<file path="config.mk">
export PLATFORM = sky130hd
export DESIGN_NAME = deadlock_detector
export DESIGN_NICKNAME = d
export VERILOG_FILES = /design/src/rtl/dd_pkg.sv /design/src/rtl/dd_ctrl.sv /design/src/rtl/dd_datapath.sv /design/src/rtl/deadlock_detector.sv
export VERILOG_INCLUDE_DIRS = /design/src /design/src/rtl
export SDC_FILE = /design/constraint.sdc
export NUM_CORES = 1
export LEC_CHECK = 0
export BUFFER_PORTS_ARGS = -buffer_cell sky130_fd_sc_hd__buf_2
export CELL_PAD_IN_SITES_DETAIL_PLACEMENT = 1
export CELL_PAD_IN_SITES_GLOBAL_PLACEMENT = 2
export CORE_ASPECT_RATIO = 1.4
export CORE_MARGIN = 1
export CORE_UTILIZATION = 50
export CTS_BUF_LIST = sky130_fd_sc_hd__clkbuf_8
export DETAILED_ROUTE_END_ITERATION = 10
export PLACE_DENSITY = 0.81
export RECOVER_POWER = 25
export SYNTH_ARGS = -nofsm -noshare
export SYNTH_HDL_FRONTEND = slang
export SYNTH_SLANG_ARGS = --single-unit
</file>
<file path="constraint.sdc">
create_clock -name clk -period 4.06 [get_ports clk]
set_input_delay 0.203 -clock clk [delete_from_list [all_inputs] [get_ports clk]]
set_output_delay 0.203 -clock clk [all_outputs]
set_load 0.02 [all_outputs]
</file>
<file path="src/rtl/deadlock_detector_macros.svh">
// Assertion macros used by the deadlock detector datapath.
`ifndef DEADLOCK_DETECTOR_MACROS_SVH
`define DEADLOCK_DETECTOR_MACROS_SVH

`ifndef SYNTHESIS
// Same-cycle implication, checked on every rising edge outside reset.
`define DD_ASSERT_IMP(label, ante, cons) \
    label: assert property (@(posedge clk) disable iff (!rst_n) (ante) |-> (cons)) \
        else $error("deadlock_detector: assertion failed");
// Next-cycle implication, checked on every rising edge outside reset.
`define DD_ASSERT_NXT(label, ante, cons) \
    label: assert property (@(posedge clk) disable iff (!rst_n) (ante) |=> (cons)) \
        else $error("deadlock_detector: assertion failed");
`else
`define DD_ASSERT_IMP(label, ante, cons)
`define DD_ASSERT_NXT(label, ante, cons)
`endif

`endif

</file>
<file path="src/rtl/dd_pkg.sv">
// Shared constants, codes and controller/datapath interface types.
package dd_pkg;

    localparam int N_PROC     = 8;
    localparam int N_RES      = 4;
    localparam int PROC_W     = 3;
    localparam int RES_W      = 2;
    localparam int VAL_W      = 8;
    localparam int MODE_W     = 2;
    localparam int CFG_IDX_W  = 3;
    localparam int NP_W       = 4;
    localparam int AVAIL_W    = 12;
    localparam int MASK_W     = 8;
    localparam int NUM_TOTALS = 4;
    localparam int ADDR_W     = $clog2(N_PROC * N_RES);

    // Item modes.
    localparam logic [MODE_W-1:0] MODE_LOAD_ALLOC = 2'd0;
    localparam logic [MODE_W-1:0] MODE_LOAD_REQ   = 2'd1;
    localparam logic [MODE_W-1:0] MODE_RUN        = 2'd2;

    // Register indexes.
    localparam logic [CFG_IDX_W-1:0] REG_TOTAL0 = 3'd0;
    localparam logic [CFG_IDX_W-1:0] REG_PROCS  = 3'd4;

    // Commands from the controller to the datapath.
    typedef struct packed {
        logic init_run;
        logic sum_acc;
        logic add_acc;
        logic scan_start;
        logic set_fin;
        logic r_clear;
        logic r_step;
        logic p_step;
        logic emit_finish;
        logic emit_verdict;
    } cmd_t;

    // Status from the datapath to the controller.
    typedef struct packed {
        logic r_last;
        logic p_last;
        logic np_zero;
        logic fin_cur;
        logic req_gt;
        logic progress;
        logic out_free;
    } status_t;

    // Flat store address of one matrix element.
    function automatic logic [ADDR_W-1:0] mem_addr(input logic [PROC_W-1:0] p,
                                                   input logic [RES_W-1:0] r);
        logic [ADDR_W-1:0] a;
        a = ADDR_W'(p) * ADDR_W'(N_RES) + ADDR_W'(r);
        return a;
    endfunction

endpackage

</file>
<file path="src/rtl/dd_ctrl.sv">
// Controller state machine that sequences the summing pass and the scans.
module dd_ctrl
    import dd_pkg::*;
(
    input  logic              clk,
    input  logic              rst_n,
    input  logic              in_valid,
    input  logic [MODE_W-1:0] mode,
    input  status_t           status,
    output logic              in_stall,
    output cmd_t              cmd
);

    typedef enum logic [3:0] {
        S_IDLE,
        S_SUM_RD,
        S_SUM_ACC,
        S_SCAN_START,
        S_CHK_TEST,
        S_CHK_RD,
        S_CHK_CMP,
        S_ADD_RD,
        S_ADD_ACC,
        S_EMIT,
        S_NEXT_P,
        S_VERDICT
    } state_t;

    state_t state_reg;
    state_t state_next;

    // Items are taken only while no run is in progress.
    assign in_stall = (state_reg != S_IDLE);

    // Next state and datapath commands.
    always_comb
    begin
        state_next = state_reg;
        cmd        = '0;
        case (state_reg)
            S_IDLE:
            begin
                if (in_valid && (mode == MODE_RUN))
                begin
                    cmd.init_run = 1'b1;
                    state_next   = status.np_zero ? S_VERDICT : S_SUM_RD;
                end
            end
            S_SUM_RD:
            begin
                state_next = S_SUM_ACC;
            end
            S_SUM_ACC:
            begin
                cmd.sum_acc = 1'b1;
                cmd.r_step  = 1'b1;
                cmd.p_step  = status.r_last;
                if (status.r_last && status.p_last)
                begin
                    state_next = S_SCAN_START;
                end
                else
                begin
                    state_next = S_SUM_RD;
                end
            end
            S_SCAN_START:
            begin
                cmd.scan_start = 1'b1;
                state_next     = S_CHK_TEST;
            end
            S_CHK_TEST:
            begin
                cmd.r_clear = 1'b1;
                state_next  = status.fin_cur ? S_NEXT_P : S_CHK_RD;
            end
            S_CHK_RD:
            begin
                state_next = S_CHK_CMP;
            end
            S_CHK_CMP:
            begin
                if (status.req_gt)
                begin
                    state_next = S_NEXT_P;
                end
                else
                begin
                    cmd.r_step = 1'b1;
                    state_next = status.r_last ? S_ADD_RD : S_CHK_RD;
                end
            end
            S_ADD_RD:
            begin
                state_next = S_ADD_ACC;
            end
            S_ADD_ACC:
            begin
                cmd.add_acc = 1'b1;
                cmd.r_step  = 1'b1;
                if (status.r_last)
                begin
                    cmd.set_fin = 1'b1;
                    state_next  = S_EMIT;
                end
                else
                begin
                    state_next = S_ADD_RD;
                end
            end
            S_EMIT:
            begin
                if (status.out_free)
                begin
                    cmd.emit_finish = 1'b1;
                    state_next      = S_NEXT_P;
                end
            end
            S_NEXT_P:
            begin
                if (status.p_last)
                begin
                    state_next = status.progress ? S_SCAN_START : S_VERDICT;
                end
                else
                begin
                    cmd.p_step = 1'b1;
                    state_next = S_CHK_TEST;
                end
            end
            S_VERDICT:
            begin
                if (status.out_free)
                begin
                    cmd.emit_verdict = 1'b1;
                    state_next       = S_IDLE;
                end
            end
            default:
            begin
                state_next = S_IDLE;
            end
        endcase
    end

    // State register.
    always_ff @(posedge clk or negedge rst_n)
    begin
        if (!rst_n)
        begin
            state_reg <= S_IDLE;
        end
        else
        begin
            state_reg <= state_next;
        end
    end

endmodule

</file>
<file path="src/rtl/dd_datapath.sv">
// Datapath: matrix stores, available units, finished mask, counters, output register.
`include "deadlock_detector_macros.svh"

module dd_datapath
    import dd_pkg::*;
(
    input  logic                 clk,
    input  logic                 rst_n,
    input  logic                 cfg_we,
    input  logic [CFG_IDX_W-1:0] cfg_addr,
    input  logic [VAL_W-1:0]     cfg_wdata,
    input  logic                 in_valid,
    input  logic                 in_stall,
    input  logic [MODE_W-1:0]    mode,
    input  logic [PROC_W-1:0]    proc_index,
    input  logic [RES_W-1:0]     res_index,
    input  logic [VAL_W-1:0]     element_value,
    input  logic                 out_stall,
    input  cmd_t                 cmd,
    output status_t              status,
    output logic                 out_valid,
    output logic                 is_verdict,
    output logic [PROC_W-1:0]    finished_proc,
    output logic                 deadlock,
    output logic [MASK_W-1:0]    finished_mask,
    output logic                 last
);

    // Configuration registers.
    logic [VAL_W-1:0] totals_reg [NUM_TOTALS];
    logic [NP_W-1:0]  procs_reg;

    // Matrix stores with registered read ports.
    logic [VAL_W-1:0] alloc_mem [N_PROC*N_RES];
    logic [VAL_W-1:0] req_mem   [N_PROC*N_RES];
    logic [VAL_W-1:0] alloc_rd_reg;
    logic [VAL_W-1:0] req_rd_reg;

    // Run state.
    logic signed [AVAIL_W-1:0] avail_reg  [N_RES];
    logic signed [AVAIL_W-1:0] avail_next [N_RES];
    logic [N_PROC-1:0]         fin_reg;
    logic [N_PROC-1:0]         fin_next;
    logic                      progress_reg;
    logic                      progress_next;
    logic [PROC_W-1:0]         p_reg;
    logic [PROC_W-1:0]         p_next;
    logic [RES_W-1:0]          r_reg;
    logic [RES_W-1:0]          r_next;

    // Output register.
    logic              out_valid_reg;
    logic              is_verdict_reg;
    logic [PROC_W-1:0] proc_reg;
    logic              dl_reg;
    logic [MASK_W-1:0] mask_reg;
    logic              last_reg;

    logic                      load_ok;
    logic                      we_alloc;
    logic                      we_req;
    logic [ADDR_W-1:0]         waddr;
    logic [ADDR_W-1:0]         raddr;
    logic [NP_W-1:0]           np_eff;
    logic [N_PROC-1:0]         used_mask;
    logic signed [AVAIL_W-1:0] alloc_ext;
    logic signed [AVAIL_W-1:0] req_ext;
    logic                      r_last;
    logic                      out_free;

    // Configuration writes; unknown indexes are dropped.
    always_ff @(posedge clk or negedge rst_n)
    begin
        if (!rst_n)
        begin
            for (int i = 0; i < NUM_TOTALS; i++)
            begin
                totals_reg[i] <= '0;
            end
            procs_reg <= NP_W'(N_PROC);
        end
        else if (cfg_we)
        begin
            if (cfg_addr < REG_PROCS)
            begin
                totals_reg[cfg_addr[1:0] - REG_TOTAL0[1:0]] <= cfg_wdata;
            end
            else if (cfg_addr == REG_PROCS)
            begin
                procs_reg <= cfg_wdata[NP_W-1:0];
            end
        end
    end

    // Load items that address an element inside the matrices.
    assign load_ok  = in_valid && !in_stall
                      && ({1'b0, proc_index} < NP_W'(N_PROC))
                      && ({1'b0, res_index} < 3'(N_RES));
    assign we_alloc = load_ok && (mode == MODE_LOAD_ALLOC);
    assign we_req   = load_ok && (mode == MODE_LOAD_REQ);
    assign waddr    = mem_addr(proc_index, res_index);
    assign raddr    = mem_addr(p_reg, r_reg);

    // Store write and read ports.
    always_ff @(posedge clk)
    begin
        if (we_alloc)
        begin
            alloc_mem[waddr] <= element_value;
        end
        alloc_rd_reg <= alloc_mem[raddr];
    end

    always_ff @(posedge clk)
    begin
        if (we_req)
        begin
            req_mem[waddr] <= element_value;
        end
        req_rd_reg <= req_mem[raddr];
    end

    // Process count saturates at the matrix height.
    assign np_eff = (procs_reg > NP_W'(N_PROC)) ? NP_W'(N_PROC) : procs_reg;

    always_comb
    begin
        for (int i = 0; i < N_PROC; i++)
        begin
            used_mask[i] = (NP_W'(i) < np_eff);
        end
    end

    assign alloc_ext = $signed({{(AVAIL_W-VAL_W){1'b0}}, alloc_rd_reg});
    assign req_ext   = $signed({{(AVAIL_W-VAL_W){1'b0}}, req_rd_reg});
    assign r_last    = (r_reg == RES_W'(N_RES - 1));
    assign out_free  = !out_valid_reg || !out_stall;

    // Status back to the controller.
    always_comb
    begin
        status.r_last   = r_last;
        status.p_last   = (({1'b0, p_reg} + NP_W'(1)) == np_eff);
        status.np_zero  = (np_eff == '0);
        status.fin_cur  = fin_reg[p_reg];
        status.req_gt   = (req_ext > avail_reg[r_reg]);
        status.progress = progress_reg;
        status.out_free = out_free;
    end

    // Next values of the run state.
    always_comb
    begin
        avail_next    = avail_reg;
        fin_next      = fin_reg;
        progress_next = progress_reg;
        p_next        = p_reg;
        r_next        = r_reg;
        if (cmd.init_run)
        begin
            for (int i = 0; i < N_RES; i++)
            begin
                avail_next[i] = $signed({{(AVAIL_W-VAL_W){1'b0}}, totals_reg[i]});
            end
            fin_next = '0;
            p_next   = '0;
            r_next   = '0;
        end
        if (cmd.sum_acc)
        begin
            avail_next[r_reg] = avail_reg[r_reg] - alloc_ext;
        end
        if (cmd.add_acc)
        begin
            avail_next[r_reg] = avail_reg[r_reg] + alloc_ext;
        end
        if (cmd.scan_start)
        begin
            progress_next = 1'b0;
            p_next        = '0;
        end
        if (cmd.set_fin)
        begin
            fin_next[p_reg] = 1'b1;
            progress_next   = 1'b1;
        end
        if (cmd.r_clear)
        begin
            r_next = '0;
        end
        if (cmd.r_step)
        begin
            r_next = r_last ? '0 : r_reg + RES_W'(1);
        end
        if (cmd.p_step)
        begin
            p_next = p_reg + PROC_W'(1);
        end
    end

    // Run state registers.
    always_ff @(posedge clk or negedge rst_n)
    begin
        if (!rst_n)
        begin
            for (int i = 0; i < N_RES; i++)
            begin
                avail_reg[i] <= '0;
            end
            fin_reg      <= '0;
            progress_reg <= 1'b0;
            p_reg        <= '0;
            r_reg        <= '0;
        end
        else
        begin
            avail_reg    <= avail_next;
            fin_reg      <= fin_next;
            progress_reg <= progress_next;
            p_reg        <= p_next;
            r_reg        <= r_next;
        end
    end

    // Output valid flag.
    always_ff @(posedge clk or negedge rst_n)
    begin
        if (!rst_n)
        begin
            out_valid_reg <= 1'b0;
        end
        else if (cmd.emit_finish || cmd.emit_verdict)
        begin
            out_valid_reg <= 1'b1;
        end
        else if (!out_stall)
        begin
            out_valid_reg <= 1'b0;
        end
    end

    // Output payload, loaded when a result is emitted.
    always_ff @(posedge clk)
    begin
        if (cmd.emit_finish)
        begin
            is_verdict_reg <= 1'b0;
            proc_reg       <= p_reg;
            dl_reg         <= 1'b0;
            mask_reg       <= MASK_W'(fin_reg);
            last_reg       <= 1'b0;
        end
        else if (cmd.emit_verdict)
        begin
            is_verdict_reg <= 1'b1;
            proc_reg       <= '0;
            dl_reg         <= ((fin_reg & used_mask) != used_mask);
            mask_reg       <= MASK_W'(fin_reg);
            last_reg       <= 1'b1;
        end
    end

    assign out_valid     = out_valid_reg;
    assign is_verdict    = is_verdict_reg;
    assign finished_proc = proc_reg;
    assign deadlock      = dl_reg;
    assign finished_mask = mask_reg;
    assign last          = last_reg;

    // Finished bits are only ever added within a run.
    `DD_ASSERT_NXT(a_fin_grows, !cmd.init_run, (fin_reg & $past(fin_reg)) == $past(fin_reg))
    // A result is never loaded over one that is still waiting.
    `DD_ASSERT_IMP(a_emit_free, cmd.emit_finish || cmd.emit_verdict, out_free)
    // A verdict without deadlock covers every process in use.
    `DD_ASSERT_IMP(a_verdict_mask, out_valid_reg && is_verdict_reg && !dl_reg, (mask_reg[N_PROC-1:0] & used_mask) == used_mask)

endmodule

</file>
<file path="src/rtl/deadlock_detector.sv">
// Top level of the deadlock detector: controller plus datapath.
//
// Input channel (in_valid/in_stall): mode 0 and 1 items write one element of
// the allocation or request matrix and give no result; mode 2 starts a run.
// Loads are taken one per cycle whenever no run is in progress.
// A run first sums the allocation columns, one element at a time, then scans
// the processes in order. Per process a scan skips one that already
// finished, stops at the first request that does not fit, or checks every
// request, adds the allocation back and marks the process finished; scans
// repeat until one finishes nothing, at most procs + 1 scans. Each element
// is read from its store through a registered read port.
// in_stall stays high for the whole run.
// Output channel (out_valid/out_stall): one result per finished process,
// then a verdict with last set. A single output register holds each result;
// while the receiver stalls, the run waits before loading the next one.
// Reset clears the totals to 0, the process count to 8, the available units
// and the finished mask; the matrix stores hold nothing defined until loaded.
// Configuration writes through cfg_we/cfg_addr/cfg_wdata take effect at once.
module deadlock_detector
    import dd_pkg::*;
(
    input  logic                 clk,
    input  logic                 rst_n,
    input  logic                 cfg_we,
    input  logic [CFG_IDX_W-1:0] cfg_addr,
    input  logic [VAL_W-1:0]     cfg_wdata,
    input  logic                 in_valid,
    output logic                 in_stall,
    input  logic [MODE_W-1:0]    mode,
    input  logic [PROC_W-1:0]    proc_index,
    input  logic [RES_W-1:0]     res_index,
    input  logic [VAL_W-1:0]     element_value,
    output logic                 out_valid,
    input  logic                 out_stall,
    output logic                 is_verdict,
    output logic [PROC_W-1:0]    finished_proc,
    output logic                 deadlock,
    output logic [MASK_W-1:0]    finished_mask,
    output logic                 last
);

    cmd_t    cmd;
    status_t status;

    // Sequencer.
    dd_ctrl u_ctrl (
        .clk      (clk),
        .rst_n    (rst_n),
        .in_valid (in_valid),
        .mode     (mode),
        .status   (status),
        .in_stall (in_stall),
        .cmd      (cmd)
    );

    // Stores, arithmetic and output register.
    dd_datapath u_datapath (
        .clk           (clk),
        .rst_n         (rst_n),
        .cfg_we        (cfg_we),
        .cfg_addr      (cfg_addr),
        .cfg_wdata     (cfg_wdata),
        .in_valid      (in_valid),
        .in_stall      (in_stall),
        .mode          (mode),
        .proc_index    (proc_index),
        .res_index     (res_index),
        .element_value (element_value),
        .out_stall     (out_stall),
        .cmd           (cmd),
        .status        (status),
        .out_valid     (out_valid),
        .is_verdict    (is_verdict),
        .finished_proc (finished_proc),
        .deadlock      (deadlock),
        .finished_mask (finished_mask),
        .last          (last)
    );

endmodule
</file>
### Word-level counts from Yosys, hierarchy flattened

Memories as Yosys holds them, arrays and structs flattened. A register that Yosys moved wholly into a read port is not among the register bits.
Cells that the tools add are included.

| cells by class | value |
|---|---|
| $add $sub $neg | 7 |
| divide/modulo/power cells | 0 |
| mux-type cells | 66 |
| bitwise operators | 5 |
| $mul | 0 |
| equality and inequality tests | 21 |
| shift operators | 0 |
| reductions and logical operators | 25 |
| order comparisons | 17 |

Operators with widths:

| operator | count |
|---|---|
| two-way mux 48 bit | 3 |
| bitwise mux 48 bit | 2 |
| case mux 4 bit (12 select lines) | 1 |
| two-way mux 4 bit | 10 |
| two-way mux 8 bit | 5 |
| two-way mux 12 bit | 3 |
| bitwise mux 32 bit | 1 |
| binary-select mux 12 bit (select 2 bit) | 1 |
| demux 12 bit (select 2 bit) | 1 |
| two-way mux 1 bit | 23 |
| demux 8 bit (select 2 bit) | 1 |
| == test 4 x 3 -> 1 bit (second input constant) | 4 |
| == test 4 bit (second input constant) | 4 |
| < comparator 3 x 4 -> 1 bit (first input constant) | 4 |
| two-way mux 3 bit | 5 |
| adder 12 x 9 -> 12 bit | 1 |
| > comparator 9 x 12 -> 1 bit | 1 |
| two-way mux 2 bit | 6 |
| subtractor 12 x 9 -> 12 bit | 1 |
| adder 5 x 2 -> 5 bit | 2 |
| AND 8 bit | 1 |
| == test 4 x 2 -> 1 bit (second input constant) | 2 |
| logical AND 1 bit | 8 |
| logical NOT 4 bit | 2 |
| 33 further kinds | 49 |

| word-level totals | value |
|---|---|
| bits in read-only memories | 0 |
| output and inout port bits | 16 |
| bits in registers | 116 |
| input port bits | 31 |
| latch bits | 0 |
| memory bits (writable) | 512 |
| memories | 2 |

Memory list:

| memory | words | width | rd ports | clocked after Yosys merged registers in | wr ports | RTL line | text |
|---|---|---|---|---|---|---|---|
| u_datapath.alloc_mem | 32 | 8 | 1 | 1 | 1 | dd_datapath.sv:34 | `logic [VAL_W-1:0] alloc_mem [N_PROC*N_RES];` |
| u_datapath.req_mem | 32 | 8 | 1 | 1 | 1 | dd_datapath.sv:35 | `logic [VAL_W-1:0] req_mem [N_PROC*N_RES];` |

### Depth between registers and ports, before layout

| depth | value |
|---|---|
| depth in word-level cells | 9 |
| mapped depth | 14 |
| depth with buffers taken out | 10 |

### Hierarchy

A second synthesis with hierarchy kept.

| second synthesis, totals | value |
|---|---|
| cell total of the unflattened synthesis | 1530 |
| area, all modules | 27143.5 um2 |

Modules (own cells, without submodules):

| module | cells each | area each (um2) | sequential area each (um2) | times used |
|---|---|---|---|---|
| dd_datapath | 1463 | 26664.3 | 18544.0 | 1 |
| dd_ctrl | 67 | 479.2 | 100.1 | 1 |

### Worst setup path after synthesis

Ideal clock, no wire load.

| timing | value |
|---|---|
| path type | reg-to-reg |
| from | register u_datapath.r_reg[0] |
| to | register u_datapath.avail_reg[22] in the netlist's numbering |
| library setup time | 104 ps |
| path slack | 506 ps |
| data required time | 3956 ps |
| buffers on the path | 4 |
| arrival time | 3451 ps |
| stages on the path, launching flop included | 15 |
| cell sequence | dfrtp_1 > buf_6 > buf_2 > buf_2 > mux4_2 > inv_1 > ha_1 > fa_1 > buf_2 > nor2b_1 > o31a_1 > o21ai_1 > nand2_1 > xor2_1 > a221oi_1 |

RTL lines:

| item | RTL line | text |
|---|---|---|
| from (decl) | dd_datapath.sv:48 | `logic [RES_W-1:0] r_reg;` |
| from (signal assigned) | dd_datapath.sv:221 | `r_reg <= r_next;` |
| to (signal assigned) | dd_datapath.sv:217 | `avail_reg <= avail_next;` |
| to (decl) | dd_datapath.sv:40 | `logic signed [AVAIL_W-1:0] avail_reg [N_RES];` |

### Worst setup path after layout

| timing | value |
|---|---|
| from | register u_ctrl.state_reg[3] |
| to | memory u_datapath.alloc_mem[19][2] (enable) |

| on the way | value |
|---|---|
| longest elaborated chain between the ends | 6 |

Ends and longest elaborated chain:

| item | RTL line | text |
|---|---|---|
| from (decl) | dd_ctrl.sv:29 | `state_t state_reg;` |
| from (signal assigned) | dd_ctrl.sv:155 | `state_reg <= state_next;` |
| nonzero test 4 bit | dd_ctrl.sv:33 | `assign in_stall = (state_reg != S_IDLE);` |
| logical NOT 1 bit | dd_datapath.sv:96 | `assign load_ok = in_valid && !in_stall` |
| logical AND 1 bit | dd_datapath.sv:96 |  |
| logical AND 1 bit | dd_datapath.sv:99 | `assign we_alloc = load_ok && (mode == MODE_LOAD_ALLOC);` |
| two-way mux 1 bit | dd_datapath.sv:107 | `if (we_alloc)` |
| two-way mux 1 bit (not written as such) | dd_datapath.sv:109 | `alloc_mem[waddr] <= element_value;` |
| to (decl) | dd_datapath.sv:34 |  |

Every way passes these cells.

==> run metrics <==
Post-synth EDFFs 523; Ports 47; register area 0.0187 mm²; ys flop type edfxtp_1; GRT Total Usage 26.7%; Lkg Pwr 10.2 nW; Die Height 276 µm; core area 0.0531 mm²; Area after DPL 0.0280 mm²; Compound-Gate Fraction of Synth Area 7.09%; final hold violation count 0; Avg Inst Size Synth 17.1 µm²; Slew headroom -98.9%; overall routed net length 70.9 mm; clock-pin slew on the worst setup and hold paths 0.07 ns; Seq/Total Area, Yosys 69.4%; Nets 1762; worst setup margin 0.422 ns; fin area 0.0300 mm²; Adder-Cell Fraction of Synth Area 1.50%; RSZ-0062 raised after global routing false; failing checks max-capacitance violations, max-slew violations; Peak VDD IR 0.000416 V; DR DRC count 0; Post-Layout Cell Count 2495; wire per inst 28.4 µm; Synth Cell Area 0.0269 mm²; vias per inst 6.14; Power, Total 20.3 mW; Die Wd 198 µm; drt pass-1 iters 5; CTS max path bufs 3; Syn Nets 1637; largest net degree at the start of global routing 68; Die ar. 0.0547 mm²; Gates resized, CTS repair 0; cells after synthesis 1575; CTS root buf clkbuf_8; HPWL after detailed placement 46.8 mm; Max Cap Violations 6; highest net fanout along the worst path 13; Total Neg Setup Slack 0 ns; fraction of registers with async set/reset 16.0%; PwrDens 678 mW/mm²; Post-Synth XOR/XNOR Area 0.587%; CTS tree built; CP arrival 3.97 ns; commonest cells after routing, fill and taps aside edfxtp_1 (523), mux4_2 (139), clkbuf_8 (102); Starting DRT DRC Count 1123; Inst Count DP 2295; Crit. End Element flip-flop; initial antenna violation count 1; row count 100; Min Hold Slack 0.208 ns; min-delay worst type in2reg; largest family of logic cells by synthesized area multiplexers; status finished with violations; Final Max Slew Viols 238; crit path kind reg2reg; synthesis warning total 0; post-synthesis mux area share 14.1%; Achievable Freq 275 MHz; Hold-fix buffers, CTS 19; simple-gate area share of the yosys netlist 5.43%; ratio of cells with drive above 1 in the final layout 23.3%; Post-Route Skew 0.0275 ns; period utilization 89.6%; pre-CTS setup slack 0.454 ns; total gr overflow 0; Starting Density 50.6%; most common cell after layout, fill and taps aside edfxtp_1; first-pass GRT wire length 106 mm; startpoint types flip-flop; worst path required time 4.39 ns; H-tree Lvls 3; CTS Sinks 644; synthesized flop and latch total 644; post-CTS setup buffer count 0; final setup violation count 0; CTS Buf Count 98; Tmin final 3.64 ns; GPL Wtd Cong 0.865; vias in the first global route 16500; fill count 4938; worst-margin pin slew 2.98 ns; area grow syn2layout 11.5%; Vias 15300; utilization after layout 56.5%; worst-skew pair later-pin latency 0.70 ns; Routed Antenna Nets 0; Multi-input gate area 0.00773 mm²; Unique masters post-synth 71; IO buf count 46
Yosys cell counts (18+ instances only):
master / count / share of area [%]
a21oi_1: 53 / 0.99
a22oi_1: 67 / 1.9
buf_2: 29 / 0.54
clkbuf_1: 47 / 0.66
dfrtp_1: 102 / 9.5
dfxtp_1: 18 / 1.3
edfxtp_1: 523 / 58
ha_1: 29 / 1.4
inv_1: 36 / 0.50
mux2_2: 42 / 1.8
mux4_2: 139 / 12
nand2_1: 85 / 1.2
nor2_1: 99 / 1.4
o21ai_0: 25 / 0.47
kinds of logic (layout without fill, tap and decap cells):
family	after synthesis	after routing
compound gates	266	266
xor+xnor	18	18
fa+ha+maj	31	31
buf+inv	123	328
flops	644	644
mux	198	198
other cells	0	1
simple gates	295	295
report_power, final:
group	internal, mW	switching, mW
clock network	2.42	2.56
registers	7.63	0.371
logic	2.94	4.41
worst max-delay path: stages (launching register included):
cell     delay (ns)
dfrtp_1        0.57
nor4_4         0.42
inv_1          0.16
nor4b_2        0.65
nand3_1        0.63
nor2_1         0.82
path summary, 6_finish.rpt:
| path | start | endpoint | slack, ns | depth (start not counted) |
|---|---|---|---|---|
| worst min register to register | u_datapath.deadlock | u_datapath.deadlock | 0.46 | 2 |
| worst max-delay path | u_ctrl.state_reg[3] | u_datapath.alloc_mem[19][2] | 0.42 | 5 |
| worst min-delay path | in_valid | u_datapath.p_reg[0] | 0.21 | 6 |
| worst max register to register | u_ctrl.state_reg[3] | u_datapath.alloc_mem[19][2] | 0.42 | 5 |
| max in group asynchronous | rst_n | u_datapath.avail_reg[35] | 2.16 | 3 |
| min in group asynchronous | rst_n | u_datapath.procs_reg[3] | 0.23 | 2 |
layer usage:
layer / vias to the layer above / track usage, % / wire, µm
met2: 506 / 46.8 / 37700
met4: 0 / 10.5 / 2290
met5: - / 0 / 0
li1: 6591 / - / -
met3: 139 / 3.67 / 3260
met1: 8091 / 33.2 / 27600
final cells by class:
class / instances / area share, %
Timing Repair Buffer: 111 / 2.51
Clock buffer: 102 / 4.69
Tap cell: 714 / 2.98
Multi-Input combinational cell: 808 / 25.8
Clock inverter: 78 / 1.30
Antenna cell: 1 / 0.00835
Inverter: 37 / 0.464
Sequential cell: 644 / 62.3
(Power assumes the default switching activity.)
